<file path="config.mk">
export PLATFORM = sky130hd
export DESIGN_NAME = obd2_pid_query_engine_unit
export DESIGN_NICKNAME = d
export VERILOG_FILES = /design/src/sv/obd2pqe_pkg.sv /design/src/sv/obd2pqe_front.sv /design/src/sv/obd2pqe_queue.sv /design/src/sv/obd2pqe_back.sv /design/src/sv/obd2_pid_query_engine_unit.sv
export SDC_FILE = /design/constraint.sdc
export NUM_CORES = 1
export LEC_CHECK = 0
export ABC_AREA = 0
export BUFFER_PORTS_ARGS = -buffer_cell sky130_fd_sc_hd__buf_2
export CAP_MARGIN = 5
export CORE_ASPECT_RATIO = 0.6
export CORE_MARGIN = 5
export CORE_UTILIZATION = 35
export CTS_CLUSTER_DIAMETER = 200
export DETAILED_ROUTE_END_ITERATION = 16
export GPL_TIMING_DRIVEN = 0
export SKIP_LAST_GASP = 1
export SYNTH_ARGS = -nofsm -noshare
export SYNTH_HDL_FRONTEND = slang
export SYNTH_SLANG_ARGS = --single-unit
export TNS_END_PERCENT = 20
</file>
<file path="constraint.sdc">
create_clock -name clk_i -period 4.25 [get_ports clk_i]
set_clock_uncertainty 0.15 [all_clocks]
set_input_delay 0.85 -clock clk_i [delete_from_list [all_inputs] [get_ports clk_i]]
set_output_delay 0.85 -clock clk_i [all_outputs]
set_load 0.02 [all_outputs]
</file>
<file path="src/sv/obd2pqe_pkg.sv">
// ----------------------------------------------------------------------------
// obd2pqe_pkg
// Types, identifiers and codes shared by the OBD2 PID query engine.
// ----------------------------------------------------------------------------
package obd2pqe_pkg;

  localparam int unsigned FRAME_BYTES = 8;
  localparam int unsigned LEN_W       = 4;
  localparam int unsigned ID_W        = 29;
  localparam int unsigned PAYLOAD_W   = 8 * FRAME_BYTES;
  localparam int unsigned TICK_W      = 16;

  localparam logic [ID_W-1:0] STD_REQ_ID = 29'h7DF;
  localparam logic [ID_W-1:0] STD_RSP_ID = 29'h7E8;
  localparam logic [ID_W-1:0] EXT_REQ_ID = 29'h18DB33F1;
  localparam logic [ID_W-1:0] EXT_RSP_ID = 29'h18DAF111;

  localparam logic [7:0]        REQ_LEN_BYTE  = 8'd2;
  localparam logic [TICK_W-1:0] TIMEOUT_RESET = 16'd50;
  localparam logic [TICK_W-1:0] TICK_MAX      = 16'hFFFF;

  localparam int unsigned IN_TDATA_W  = 120;
  localparam int unsigned OUT_TDATA_W = 144;

  localparam int unsigned CFG_IDX_W  = 1;
  localparam int unsigned CFG_DATA_W = 16;
  localparam logic [CFG_IDX_W-1:0] CFG_USE_EXT = 1'd0;
  localparam logic [CFG_IDX_W-1:0] CFG_TIMEOUT = 1'd1;

  localparam int unsigned QUEUE_DEPTH = 2;
  localparam int unsigned QPTR_W      = $clog2(QUEUE_DEPTH);
  localparam int unsigned QCNT_W      = $clog2(QUEUE_DEPTH + 1);

  typedef enum logic [1:0] {
    ACT_REQUEST = 2'd0,
    ACT_FRAME   = 2'd1,
    ACT_TICK    = 2'd2
  } action_e;

  typedef enum logic [1:0] {
    KIND_TX    = 2'd0,
    KIND_REPLY = 2'd1,
    KIND_ABORT = 2'd2
  } kind_e;

  typedef enum logic [1:0] {
    OP_REQUEST = 2'd0,
    OP_FRAME   = 2'd1,
    OP_TICK    = 2'd2
  } op_e;

  typedef enum logic {
    ST_IDLE = 1'b0,
    ST_WAIT = 1'b1
  } state_e;

  typedef struct packed {
    logic              use_ext;
    logic [TICK_W-1:0] timeout;
  } cfg_t;

  typedef struct packed {
    op_e                  op;
    logic [7:0]           mode;
    logic [7:0]           pid;
    logic [LEN_W-1:0]     len;
    logic [PAYLOAD_W-1:0] payload;
  } entry_t;

  typedef struct packed {
    logic   full;
    logic   head_valid;
    entry_t head;
  } qstat_t;

  typedef struct packed {
    kind_e                kind;
    logic [ID_W-1:0]      tx_id;
    logic                 tx_extended;
    logic [PAYLOAD_W-1:0] tx_payload;
    logic [LEN_W-1:0]     tx_length;
    logic [7:0]           byte_a;
    logic [7:0]           byte_b;
    logic [7:0]           byte_c;
    logic [7:0]           byte_d;
    logic signed [8:0]    data_length;
  } result_t;

endpackage

</file>
<file path="src/sv/obd2pqe_front.sv">
// ----------------------------------------------------------------------------
// obd2pqe_front
// Accepts input transfers, drops unused codes and foreign frames, and turns
// the rest into queue entries.
// ----------------------------------------------------------------------------
module obd2pqe_front
  import obd2pqe_pkg::*;
(
  input  cfg_t                  cfg_i,
  input  logic                  s_valid_i,
  output logic                  s_ready_o,
  input  logic [1:0]            action_i,
  input  logic [7:0]            mode_i,
  input  logic [7:0]            pid_i,
  input  logic [ID_W-1:0]       rx_id_i,
  input  logic                  rx_extended_i,
  input  logic [LEN_W-1:0]      rx_length_i,
  input  logic [PAYLOAD_W-1:0]  rx_payload_i,
  input  qstat_t                qstat_i,
  output logic                  push_o,
  output entry_t                push_entry_o
);

  logic [ID_W-1:0] rsp_id;
  logic            frame_match;
  logic            keep;

  assign s_ready_o   = !qstat_i.full;
  assign rsp_id      = cfg_i.use_ext ? EXT_RSP_ID : STD_RSP_ID;
  assign frame_match = (rx_id_i == rsp_id) && (rx_extended_i == cfg_i.use_ext);

  always_comb begin
    keep              = 1'b0;
    push_entry_o.op   = OP_TICK;
    unique case (action_i)
      ACT_REQUEST: begin
        keep            = 1'b1;
        push_entry_o.op = OP_REQUEST;
      end
      ACT_FRAME: begin
        keep            = frame_match;
        push_entry_o.op = OP_FRAME;
      end
      ACT_TICK: begin
        keep            = 1'b1;
        push_entry_o.op = OP_TICK;
      end
      default: begin
        keep            = 1'b0;
        push_entry_o.op = OP_TICK;
      end
    endcase
  end

  assign push_entry_o.mode    = mode_i;
  assign push_entry_o.pid     = pid_i;
  assign push_entry_o.len     = rx_length_i;
  assign push_entry_o.payload = rx_payload_i;
  assign push_o               = s_valid_i && s_ready_o && keep;

endmodule

</file>
<file path="src/sv/obd2pqe_queue.sv">
// ----------------------------------------------------------------------------
// obd2pqe_queue
// Short register queue between the classifying front and the executing back.
// ----------------------------------------------------------------------------
module obd2pqe_queue
  import obd2pqe_pkg::*;
(
  input  logic   clk_i,
  input  logic   rst_ni,
  input  logic   push_i,
  input  entry_t push_entry_i,
  input  logic   pop_i,
  output qstat_t qstat_o
);

  entry_t            mem_q [QUEUE_DEPTH];
  logic [QPTR_W-1:0] wr_ptr_q, wr_ptr_d;
  logic [QPTR_W-1:0] rd_ptr_q, rd_ptr_d;
  logic [QCNT_W-1:0] cnt_q, cnt_d;
  logic              do_pop;

  assign do_pop = pop_i && (cnt_q != '0);

  always_comb begin
    wr_ptr_d = wr_ptr_q;
    rd_ptr_d = rd_ptr_q;
    cnt_d    = cnt_q;
    if (push_i) begin
      wr_ptr_d = (wr_ptr_q == QPTR_W'(QUEUE_DEPTH - 1)) ? '0 : wr_ptr_q + 1'b1;
    end
    if (do_pop) begin
      rd_ptr_d = (rd_ptr_q == QPTR_W'(QUEUE_DEPTH - 1)) ? '0 : rd_ptr_q + 1'b1;
    end
    if (push_i && !do_pop) begin
      cnt_d = cnt_q + 1'b1;
    end else if (!push_i && do_pop) begin
      cnt_d = cnt_q - 1'b1;
    end
  end

  always_ff @(posedge clk_i or negedge rst_ni) begin
    if (!rst_ni) begin
      wr_ptr_q <= '0;
      rd_ptr_q <= '0;
      cnt_q    <= '0;
    end else begin
      wr_ptr_q <= wr_ptr_d;
      rd_ptr_q <= rd_ptr_d;
      cnt_q    <= cnt_d;
    end
  end

  always_ff @(posedge clk_i) begin
    if (push_i) begin
      mem_q[wr_ptr_q] <= push_entry_i;
    end
  end

  assign qstat_o.full       = (cnt_q == QCNT_W'(QUEUE_DEPTH));
  assign qstat_o.head_valid = (cnt_q != '0);
  assign qstat_o.head       = mem_q[rd_ptr_q];

endmodule

</file>
<file path="src/sv/obd2pqe_back.sv">
// ----------------------------------------------------------------------------
// obd2pqe_back
// Executes queued entries against the wait state, tick counter and payload
// store, and holds the result in an output register.
// ----------------------------------------------------------------------------
module obd2pqe_back
  import obd2pqe_pkg::*;
(
  input  logic    clk_i,
  input  logic    rst_ni,
  input  cfg_t    cfg_i,
  input  qstat_t  qstat_i,
  output logic    pop_o,
  output logic    m_valid_o,
  input  logic    m_ready_i,
  output result_t m_result_o
);

  state_e            state_q, state_d;
  logic [TICK_W-1:0] tick_q, tick_d;
  logic [7:0]        store_q [FRAME_BYTES];
  logic [7:0]        store_d [FRAME_BYTES];
  logic              out_valid_q, out_valid_d;
  result_t           out_q, out_d;

  logic              load_ok;
  logic              produce;
  logic              store_we;
  logic [TICK_W-1:0] tick_inc;
  logic              timed_out;
  kind_e             res_kind;
  entry_t            head;

  assign head      = qstat_i.head;
  assign load_ok   = !out_valid_q || m_ready_i;
  assign tick_inc  = (tick_q < TICK_MAX) ? tick_q + 1'b1 : tick_q;
  assign timed_out = (tick_inc >= cfg_i.timeout);

  // Result decision
  always_comb begin
    produce  = 1'b0;
    res_kind = KIND_TX;
    unique case (head.op)
      OP_REQUEST: begin
        produce  = (state_q == ST_IDLE);
        res_kind = KIND_TX;
      end
      OP_FRAME: begin
        produce  = (state_q == ST_WAIT);
        res_kind = KIND_REPLY;
      end
      OP_TICK: begin
        produce  = (state_q == ST_WAIT) && timed_out;
        res_kind = KIND_ABORT;
      end
      default: begin
        produce  = 1'b0;
        res_kind = KIND_TX;
      end
    endcase
  end

  assign pop_o    = qstat_i.head_valid && (!produce || load_ok);
  assign store_we = pop_o && (head.op == OP_FRAME) && (state_q == ST_WAIT);

  // Next state
  always_comb begin
    state_d = state_q;
    if (pop_o && produce) begin
      state_d = (res_kind == KIND_TX) ? ST_WAIT : ST_IDLE;
    end
  end

  // Datapath outputs
  always_comb begin
    tick_d = tick_q;
    if (pop_o && head.op == OP_REQUEST && state_q == ST_IDLE) begin
      tick_d = '0;
    end else if (pop_o && head.op == OP_TICK && state_q == ST_WAIT) begin
      tick_d = tick_inc;
    end

    for (int i = 0; i < FRAME_BYTES; i++) begin
      store_d[i] = store_q[i];
      if (store_we && (LEN_W'(i) < head.len)) begin
        store_d[i] = head.payload[8*i +: 8];
      end
    end

    out_d      = '0;
    out_d.kind = res_kind;
    unique case (res_kind)
      KIND_TX: begin
        out_d.tx_id       = cfg_i.use_ext ? EXT_REQ_ID : STD_REQ_ID;
        out_d.tx_extended = cfg_i.use_ext;
        out_d.tx_payload  = {40'd0, head.pid, head.mode, REQ_LEN_BYTE};
        out_d.tx_length   = LEN_W'(FRAME_BYTES);
      end
      KIND_REPLY: begin
        out_d.byte_a      = store_d[3];
        out_d.byte_b      = store_d[4];
        out_d.byte_c      = store_d[5];
        out_d.byte_d      = store_d[6];
        out_d.data_length = $signed({1'b0, store_d[0]} - 9'd2);
      end
      default: begin
        out_d.tx_length = '0;
      end
    endcase

    out_valid_d = out_valid_q;
    if (load_ok) begin
      out_valid_d = pop_o && produce;
    end
  end

  always_ff @(posedge clk_i or negedge rst_ni) begin
    if (!rst_ni) begin
      state_q     <= ST_IDLE;
      tick_q      <= '0;
      out_valid_q <= 1'b0;
      for (int i = 0; i < FRAME_BYTES; i++) begin
        store_q[i] <= '0;
      end
    end else begin
      state_q     <= state_d;
      tick_q      <= tick_d;
      out_valid_q <= out_valid_d;
      for (int i = 0; i < FRAME_BYTES; i++) begin
        store_q[i] <= store_d[i];
      end
    end
  end

  always_ff @(posedge clk_i) begin
    if (load_ok && pop_o && produce) begin
      out_q <= out_d;
    end
  end

  assign m_valid_o  = out_valid_q;
  assign m_result_o = out_q;

endmodule

</file>
<file path="src/sv/obd2_pid_query_engine_unit.sv">
// ----------------------------------------------------------------------------
// obd2_pid_query_engine_unit
// Path: input transfer, queue register, output register, result valid.
// Throughput: one input transfer per cycle while the queue is not full; the
// 2-entry queue and output register let input and output stall independently.
// Reset: async active low; idle, tick count zero, payload store zero,
// 11-bit ids selected, timeout 50 ticks.
// ----------------------------------------------------------------------------
module obd2_pid_query_engine_unit
  import obd2pqe_pkg::*;
(
  input  logic                   clk_i,
  input  logic                   rst_ni,
  input  logic                   cfg_we_i,
  input  logic [CFG_IDX_W-1:0]   cfg_idx_i,
  input  logic [CFG_DATA_W-1:0]  cfg_wdata_i,
  input  logic                   s_axis_tvalid,
  output logic                   s_axis_tready,
  // tdata: mode[7:0] pid[15:8] rx_id[44:16] rx_extended[45]
  //        rx_length[49:46] rx_payload[113:50], zero pad [119:114]
  input  logic [IN_TDATA_W-1:0]  s_axis_tdata,
  // tuser: action[1:0]
  input  logic [1:0]             s_axis_tuser,
  output logic                   m_axis_tvalid,
  input  logic                   m_axis_tready,
  // tdata: tx_id[28:0] tx_extended[29] tx_payload[93:30] tx_length[97:94]
  //        byte_a[105:98] byte_b[113:106] byte_c[121:114] byte_d[129:122]
  //        data_length[138:130], zero pad [143:139]
  output logic [OUT_TDATA_W-1:0] m_axis_tdata,
  // tuser: kind[1:0]
  output logic [1:0]             m_axis_tuser
);

  cfg_t    cfg_q;
  qstat_t  qstat;
  logic    push;
  entry_t  push_entry;
  logic    pop;
  result_t result;

  always_ff @(posedge clk_i or negedge rst_ni) begin
    if (!rst_ni) begin
      cfg_q.use_ext <= 1'b0;
      cfg_q.timeout <= TIMEOUT_RESET;
    end else if (cfg_we_i) begin
      unique case (cfg_idx_i)
        CFG_USE_EXT: cfg_q.use_ext <= cfg_wdata_i[0];
        CFG_TIMEOUT: cfg_q.timeout <= cfg_wdata_i[TICK_W-1:0];
        default:     cfg_q         <= cfg_q;
      endcase
    end
  end

  obd2pqe_front u_front (
    .cfg_i         (cfg_q),
    .s_valid_i     (s_axis_tvalid),
    .s_ready_o     (s_axis_tready),
    .action_i      (s_axis_tuser),
    .mode_i        (s_axis_tdata[7:0]),
    .pid_i         (s_axis_tdata[15:8]),
    .rx_id_i       (s_axis_tdata[44:16]),
    .rx_extended_i (s_axis_tdata[45]),
    .rx_length_i   (s_axis_tdata[49:46]),
    .rx_payload_i  (s_axis_tdata[113:50]),
    .qstat_i       (qstat),
    .push_o        (push),
    .push_entry_o  (push_entry)
  );

  obd2pqe_queue u_queue (
    .clk_i        (clk_i),
    .rst_ni       (rst_ni),
    .push_i       (push),
    .push_entry_i (push_entry),
    .pop_i        (pop),
    .qstat_o      (qstat)
  );

  obd2pqe_back u_back (
    .clk_i      (clk_i),
    .rst_ni     (rst_ni),
    .cfg_i      (cfg_q),
    .qstat_i    (qstat),
    .pop_o      (pop),
    .m_valid_o  (m_axis_tvalid),
    .m_ready_i  (m_axis_tready),
    .m_result_o (result)
  );

  assign m_axis_tuser = result.kind;
  assign m_axis_tdata = {5'd0, result.data_length, result.byte_d, result.byte_c,
                         result.byte_b, result.byte_a, result.tx_length,
                         result.tx_payload, result.tx_extended, result.tx_id};

endmodule

</file>
Word-level counts from Yosys, hierarchy flattened
Memory sizes are Yosys's and may differ from the RTL's.
Cells that the tools add are included.

storage, ports and cells
  register bits = 220
  bits in latches = 0
  bits in writable memories = 172
  memory bits (read-only) = 0
  input bits = 144
  output and inout bits = 148
  logic and storage cells = 109
  memories kept = 1

memory list
  name           words  width  rd ports  clocked after memory_dff  write ports  RTL line             source
  u_queue.mem_q  2      86     1         0                         1            obd2pqe_queue.sv:16  entry_t mem_q [QUEUE_DEPTH];

operators by class
  $add $sub $neg = 6
  $mul = 0
  divide/modulo/power cells = 0
  order comparisons = 7
  equality and inequality tests = 8
  shifts and indexed selects = 0
  mux-type cells = 23
  bitwise gates (word level) = 2
  reduce and logical (&&, ||, !) cells = 38

operators by type and width
  cell                   number
  $mux 29                2
  $mux 16                3
  $mux 8                 5
  $eq 29x29->1           1
  $logic_and 1x1->1      22
  $add 16x1->16 const B  1
  $ge 16x16->1           1
  $lt 16x16->1 const B   1
  $lt 3x4->1 const A     3
  $sub 8x2->9 const B    1
  $pmux 2 s2             2
  $eq 2x1->1 const B     3
  $eq 2x2->1 const B     3
  $logic_not 2->1        3
  $mux 2                 3
  $reduce_bool 2->1      3
  $logic_not 1->1        5
  $mux 1                 5
  $lt 1x4->1 const A     1
  $lt 2x4->1 const A     1
  $mux 4                 1
  $reduce_and 2->1       2
  $pmux 1 s3             1
  $add 1x1->1 const B    2
  7 further kinds        9

Logic depth before layout (Yosys ltp)
  depth in word-level cells = 13
  gate-level depth with buffers = 18

Modules after synthesis
Synthesis repeated with hierarchy kept, for this count alone.

unflattened totals
  cells, all modules = 997
  area total of the unflattened synthesis = 14477.6 um2

modules (own cells, without submodules)
  module                      times used  cells each  area an instance (um2)
  obd2pqe_queue               1           284         6516.2
  obd2pqe_back                1           555         6403.6
  obd2pqe_front               1           115         820.8
  obd2_pid_query_engine_unit  1           43          737.0

Least setup slack after synthesis
No wires, ideal clock.

  path type = input to register
  from = input s_axis_tdata[28]
  to = memory u_queue.mem_q[0][0] in the netlist's numbering, enable pin
  setup time = 0.490 ns
  data arrival time = 4.744 ns
  path slack = -1.133 ns
  cell stages on the path = 6
  path buffers = 0
  cell sequence = or4_1 > nor3_1 > o2111ai_1 > o21ai_0 > and3_1 > nor2b_1

on the way
  cells in the longest elaborated chain, start to end = 6

ends and longest elaborated chain
  what                          RTL line                          source
  from (decl)                   obd2_pid_query_engine_unit.sv:21  input logic [IN_TDATA_W-1:0] s_axis_tdata,
  $eq 29x29->1                  obd2pqe_front.sv:30               assign frame_match = (rx_id_i == rsp_id) && (rx_extended_i == cfg_i.use_ext);
  $logic_and 1x1->1             obd2pqe_front.sv:30
  $pmux 1 s2                    obd2pqe_front.sv:35               unique case (action_i)
  $logic_and 1x1->1             obd2pqe_front.sv:59               assign push_o = s_valid_i && s_ready_o && keep;
  net push                      obd2_pid_query_engine_unit.sv:36  logic push;
  $mux 1                        obd2pqe_queue.sv:54               if (push_i) begin
  $mux 1 (not written as such)  obd2pqe_queue.sv:55               mem_q[wr_ptr_q] <= push_entry_i;
  to (decl)                     obd2pqe_queue.sv:16

The timed path passes the listed nets, and every way through them passes these cells.

Worst setup path in the final report
  from = register u_back.tick_q[8]
  to = register u_back.tick_q[0]

on the way
  cells in the longest elaborated chain, start to end = 11
  elaborated cells between the ends (all ways) = 16

ends and longest elaborated chain
  what                                                      RTL line                                source
  from (decl)                                               obd2pqe_back.sv:20                      logic [TICK_W-1:0] tick_q, tick_d;
  from (signal assigned)                                    obd2pqe_back.sv:127                     tick_q <= tick_d;
  $add 16x1->16 or $lt 16x16->1 (tied branches)             obd2pqe_back.sv:36                      assign tick_inc = (tick_q < TICK_MAX) ? tick_q + 1'b1 : tick_q;
  $mux 16 (*)                                               obd2pqe_back.sv:36
  $ge 16x16->1                                              obd2pqe_back.sv:37                      assign timed_out = (tick_inc >= cfg_i.timeout);
  $logic_and 1x1->1                                         obd2pqe_back.sv:53                      produce = (state_q == ST_WAIT) && timed_out;
  $pmux 1 s3                                                obd2pqe_back.sv:43                      unique case (head.op)
  $logic_not 1->1                                           obd2pqe_back.sv:63                      assign pop_o = qstat_i.head_valid && (!produce || load_ok);
  $logic_or 1x1->1                                          obd2pqe_back.sv:63
  $logic_and 1x1->1                                         obd2pqe_back.sv:63
  $logic_and 1x1->1, on equally long branches (2 in a row)  obd2pqe_back.sv:77, obd2pqe_back.sv:79
  $mux 16 or $reduce_bool 2->1 (tied branches)              n/a

Mark *: on every way between the ends. The rest lies on a longest branch, timed or not. The select of a mux whose other input is x is not followed.
A chain may end at the register's enable or synchronous reset.

==> flow_metrics.py <==
metrics = {
    "timing": {
        "setup_viol": 0,
        "rsz0062_at_grt": "yes",
        "fin_crit_sh_pct": 98.4,
        "timing.hold.ws_ps": 69.3,
        "period_minus_slack_ps": 4180,
        "layout_setup_ws_ps": 69.6,
        "hold_viol": 0,
        "worst_pin_slew_ps": 895,
        "slew_viol_final": 0,
        "relSlewSlack_pct": 40.3,
        "tns_ps": 0,
        "max_clock_freq_mhz": 239,
    },
    "min_path": {
        "min_path_type": "input port to asynchronous set/reset pin",
    },
    "detailed_routing": {
        "first_pass_iters": 4,
        "num_vias": 7329,
        "viasPerCell": 4.56,
        "drc": 0,
        "wl_per_cell_um": 17.5,
        "wl_um": 28200,
        "ant_nets": 0,
        "drt_iter0_drc": 361,
    },
    "synthesis": {
        "syn_area_um2": 11600,
        "netlist_top_cells_area": "edfxtp_1 48%, dfrtp_1 16%, buf_4 5.4%, mux2i_1 4.8%, ha_1 2.6%",
        "synth_ff_type": "edfxtp_1",
        "synth_edf_count": 187,
        "synthTopCellsByCount": "187 x edfxtp_1, 84 x buf_4, 76 x dfrtp_1",
        "synth.yosys.seq_area_share_pct": 65.5,
        "ys_types": 61,
        "postSynthCellCount": 855,
        "post_synth.cell_area_avg_um2": 13.6,
        "ys_seq_elements": 266,
        "ys_warn_count": 0,
        "synth_top_cell_by_area": "edfxtp_1",
        "async_flop_share_pct": 29.7,
        "yosysMostFrequentCell": "edfxtp_1",
        "netlist.area_leader.share_pct": 48.5,
    },
    "grt": {
        "grt_max_degree": 61,
        "grt_pass1_wl_um": 42000,
        "grt_antenna_before_repair": 7,
        "grt_pass1_vias": 7269,
        "grt_overflow": 0,
        "track_usage_pct": 14.7,
    },
    "power": {
        "p_leak_nw": 6.39,
        "powerDensity_nw_per_um2": 581,
        "finalPower_mw": 8.58,
        "ir_worst_vdd_v": 0.000286,
    },
    "cts": {
        "cts_root_buf": "clkbuf_16",
        "clockBufferDepth": 3,
        "cts_buffers": 28,
        "htreeDepth": 1,
        "cts_tree": "built",
        "clk_pin_slew_ps": 70,
        "clk_latency_ps": 550,
        "cts.sinks": 266,
    },
    "critical_path": {
        "r2r_cells": 13,
        "startpoint": "u_back.tick_q[8]",
        "reg2reg_to": "u_back.tick_q[0]",
        "required_ps": 4530,
        "cp-end-kind": "register",
        "arrival_ps": 4460,
        "r2r_start": "u_back.tick_q[8]",
        "critPathKind": "register to register",
        "startpoint_type": "register",
        "cp_max_fo": 6,
        "r2r_slack_ps": 70,
    },
    "layout": {
        "nNetsFinal": 1330,
        "regArea_um2": 7600,
        "layout-drive-gt1-share_pct": 35.2,
        "area_delta_synth_final_pct": 27.3,
        "n_fill_cell": 2964,
        "finish.utilization_pct": 45.3,
        "multi_input_area_um2": 3470,
    },
    "floorplanning": {
        "num_io_pins": 292,
        "die_x_um": 245,
        "core_um2": 32500,
        "die_area_um2": 37000,
        "die_y_um": 151,
        "start_util_pct": 35.6,
        "rows": 51,
    },
    "place": {
        "place_ws_ps": -1300,
        "hpwlAfterDp_um": 19600,
        "place.gp.congestion": 0.881,
        "port_buffers": 198,
    },
    "status": {
        "status": "complete, no violations",
    },
    "flow_run": {
        "cap_violations": 0,
    },
}
==> layout by cell type, fill, tap and decap left out, types with 26 or more instances in the layout <==
cell type	count
nand2_1	54
mux2_2	26
inv_1	30
and2_1	35
mux2i_1	54
nor2_1	46
clkbuf_16	30
buf_2	203
buf_4	101
o21ai_0	31
edfxtp_1	187
dfrtp_1	74
conb_1	63
==> state kept, by name, indices dropped and copies added (netlist names) <==
| register | count |
|---|---|
| u_back.store_q | 40 |
| u_queue.mem_q | 124 |
| u_back.m_result_o | 63 |
| u_back.m_valid_o | 1 |
| u_back.state_q | 1 |
| u_queue.rd_ptr_q | 1 |
| u_queue.cnt_q | 2 |
| u_back.tick_q | 16 |
| cfg_q | 17 |
| u_queue.wr_ptr_q | 1 |
==> critical path, cell delays in order (launching register included) <==
cell and delay (ps):
dfrtp_1 410, nand4_1 200, or3_4 430, or3_4 450, xnor2_2 150, ha_1 270, nand2b_1 140, a2111o_1 420
a221oi_4 340, nor3_4 120, o211a_1 230, or3_4 360, buf_6 150, a22o_1 230
==> final cells by class <==
class	count	area share [%]
tap	424	3.60
inverter	31	0.899
multi-input combinational	506	23.5
buffer	109	5.24
timing repair buffer	220	8.56
sequential	266	51.5
antenna	2	0.0339
clock inverter	18	1.63
clock buffer	33	5.02
==> power breakdown <==
group          total (mW)  leakage [nW]  internal, mW  switching, mW
clock network        2.59         0.461          1.56           1.03
registers            3.57          2.71          3.38          0.188
logic                2.42          3.22         0.935           1.48
==> routing by layer <==
| metal | up-vias | part of all wire [%] | global-route usage, % |
|---|---|---|---|
| li1 | 3576 | - | - |
| met1 | 3516 | 47 | 21.1 |
| met3 | 45 | 6.7 | 4.41 |
| met2 | 184 | 44 | 22.0 |
| met4 | 8 | 2.2 | 3.50 |
| met5 | - | 0.17 | 0 |
==> stage by stage <==
| stage | cells | instance area, um2 |
|---|---|---|
| floorplan | 917 | 11800 |
| global placement | 1539 | 13300 |
| detailed placement | 1544 | 13500 |
| CTS | 1594 | 14600 |
| global route | 1608 | 14800 |
| finish | 1609 | 14800 |
==> timing repair <==
action,4_1_cts,5_1_grt
gates resized for setup,23,17
setup endpoints to repair,165,91
hold endpoints to repair,0,0
hold buffers,0,0
pin swaps,3,8
buffers inserted,3,11
gates cloned,0,3
==> how the worst max path moves through the flow <==
stage | endpoint | slack [ps] | depth (start not counted)
CTS | u_back.tick_q[0] | 0.2 | 13
floorplan | u_back.m_result_o[0] | -300 | 11
detailed placement | u_back.m_result_o[16] | -1300 | 14
global route | u_back.tick_q[10] | -100 | 13
finish | u_back.tick_q[0] | 70 | 13
global placement | u_back.m_result_o[15] | -2420 | 11
==> kinds of logic (layout without fill, tap and decap cells) <==
kind of cell               after synthesis  count (layout)  synth area share [%]
and+or+nand+nor                        210             210                  9.18
adders and majority gates               24              24                  2.59
muxes                                   82              82                  7.36
other                                    1              65                0.0324
DFF                                    266             266                  65.5
buffers and inverters                  145             411                  7.63
AOI/OAI and AO/OA                      109             109                  6.29
xor gates and xnor gates                18              18                  1.36
Power figures use the tool's default switching activity.
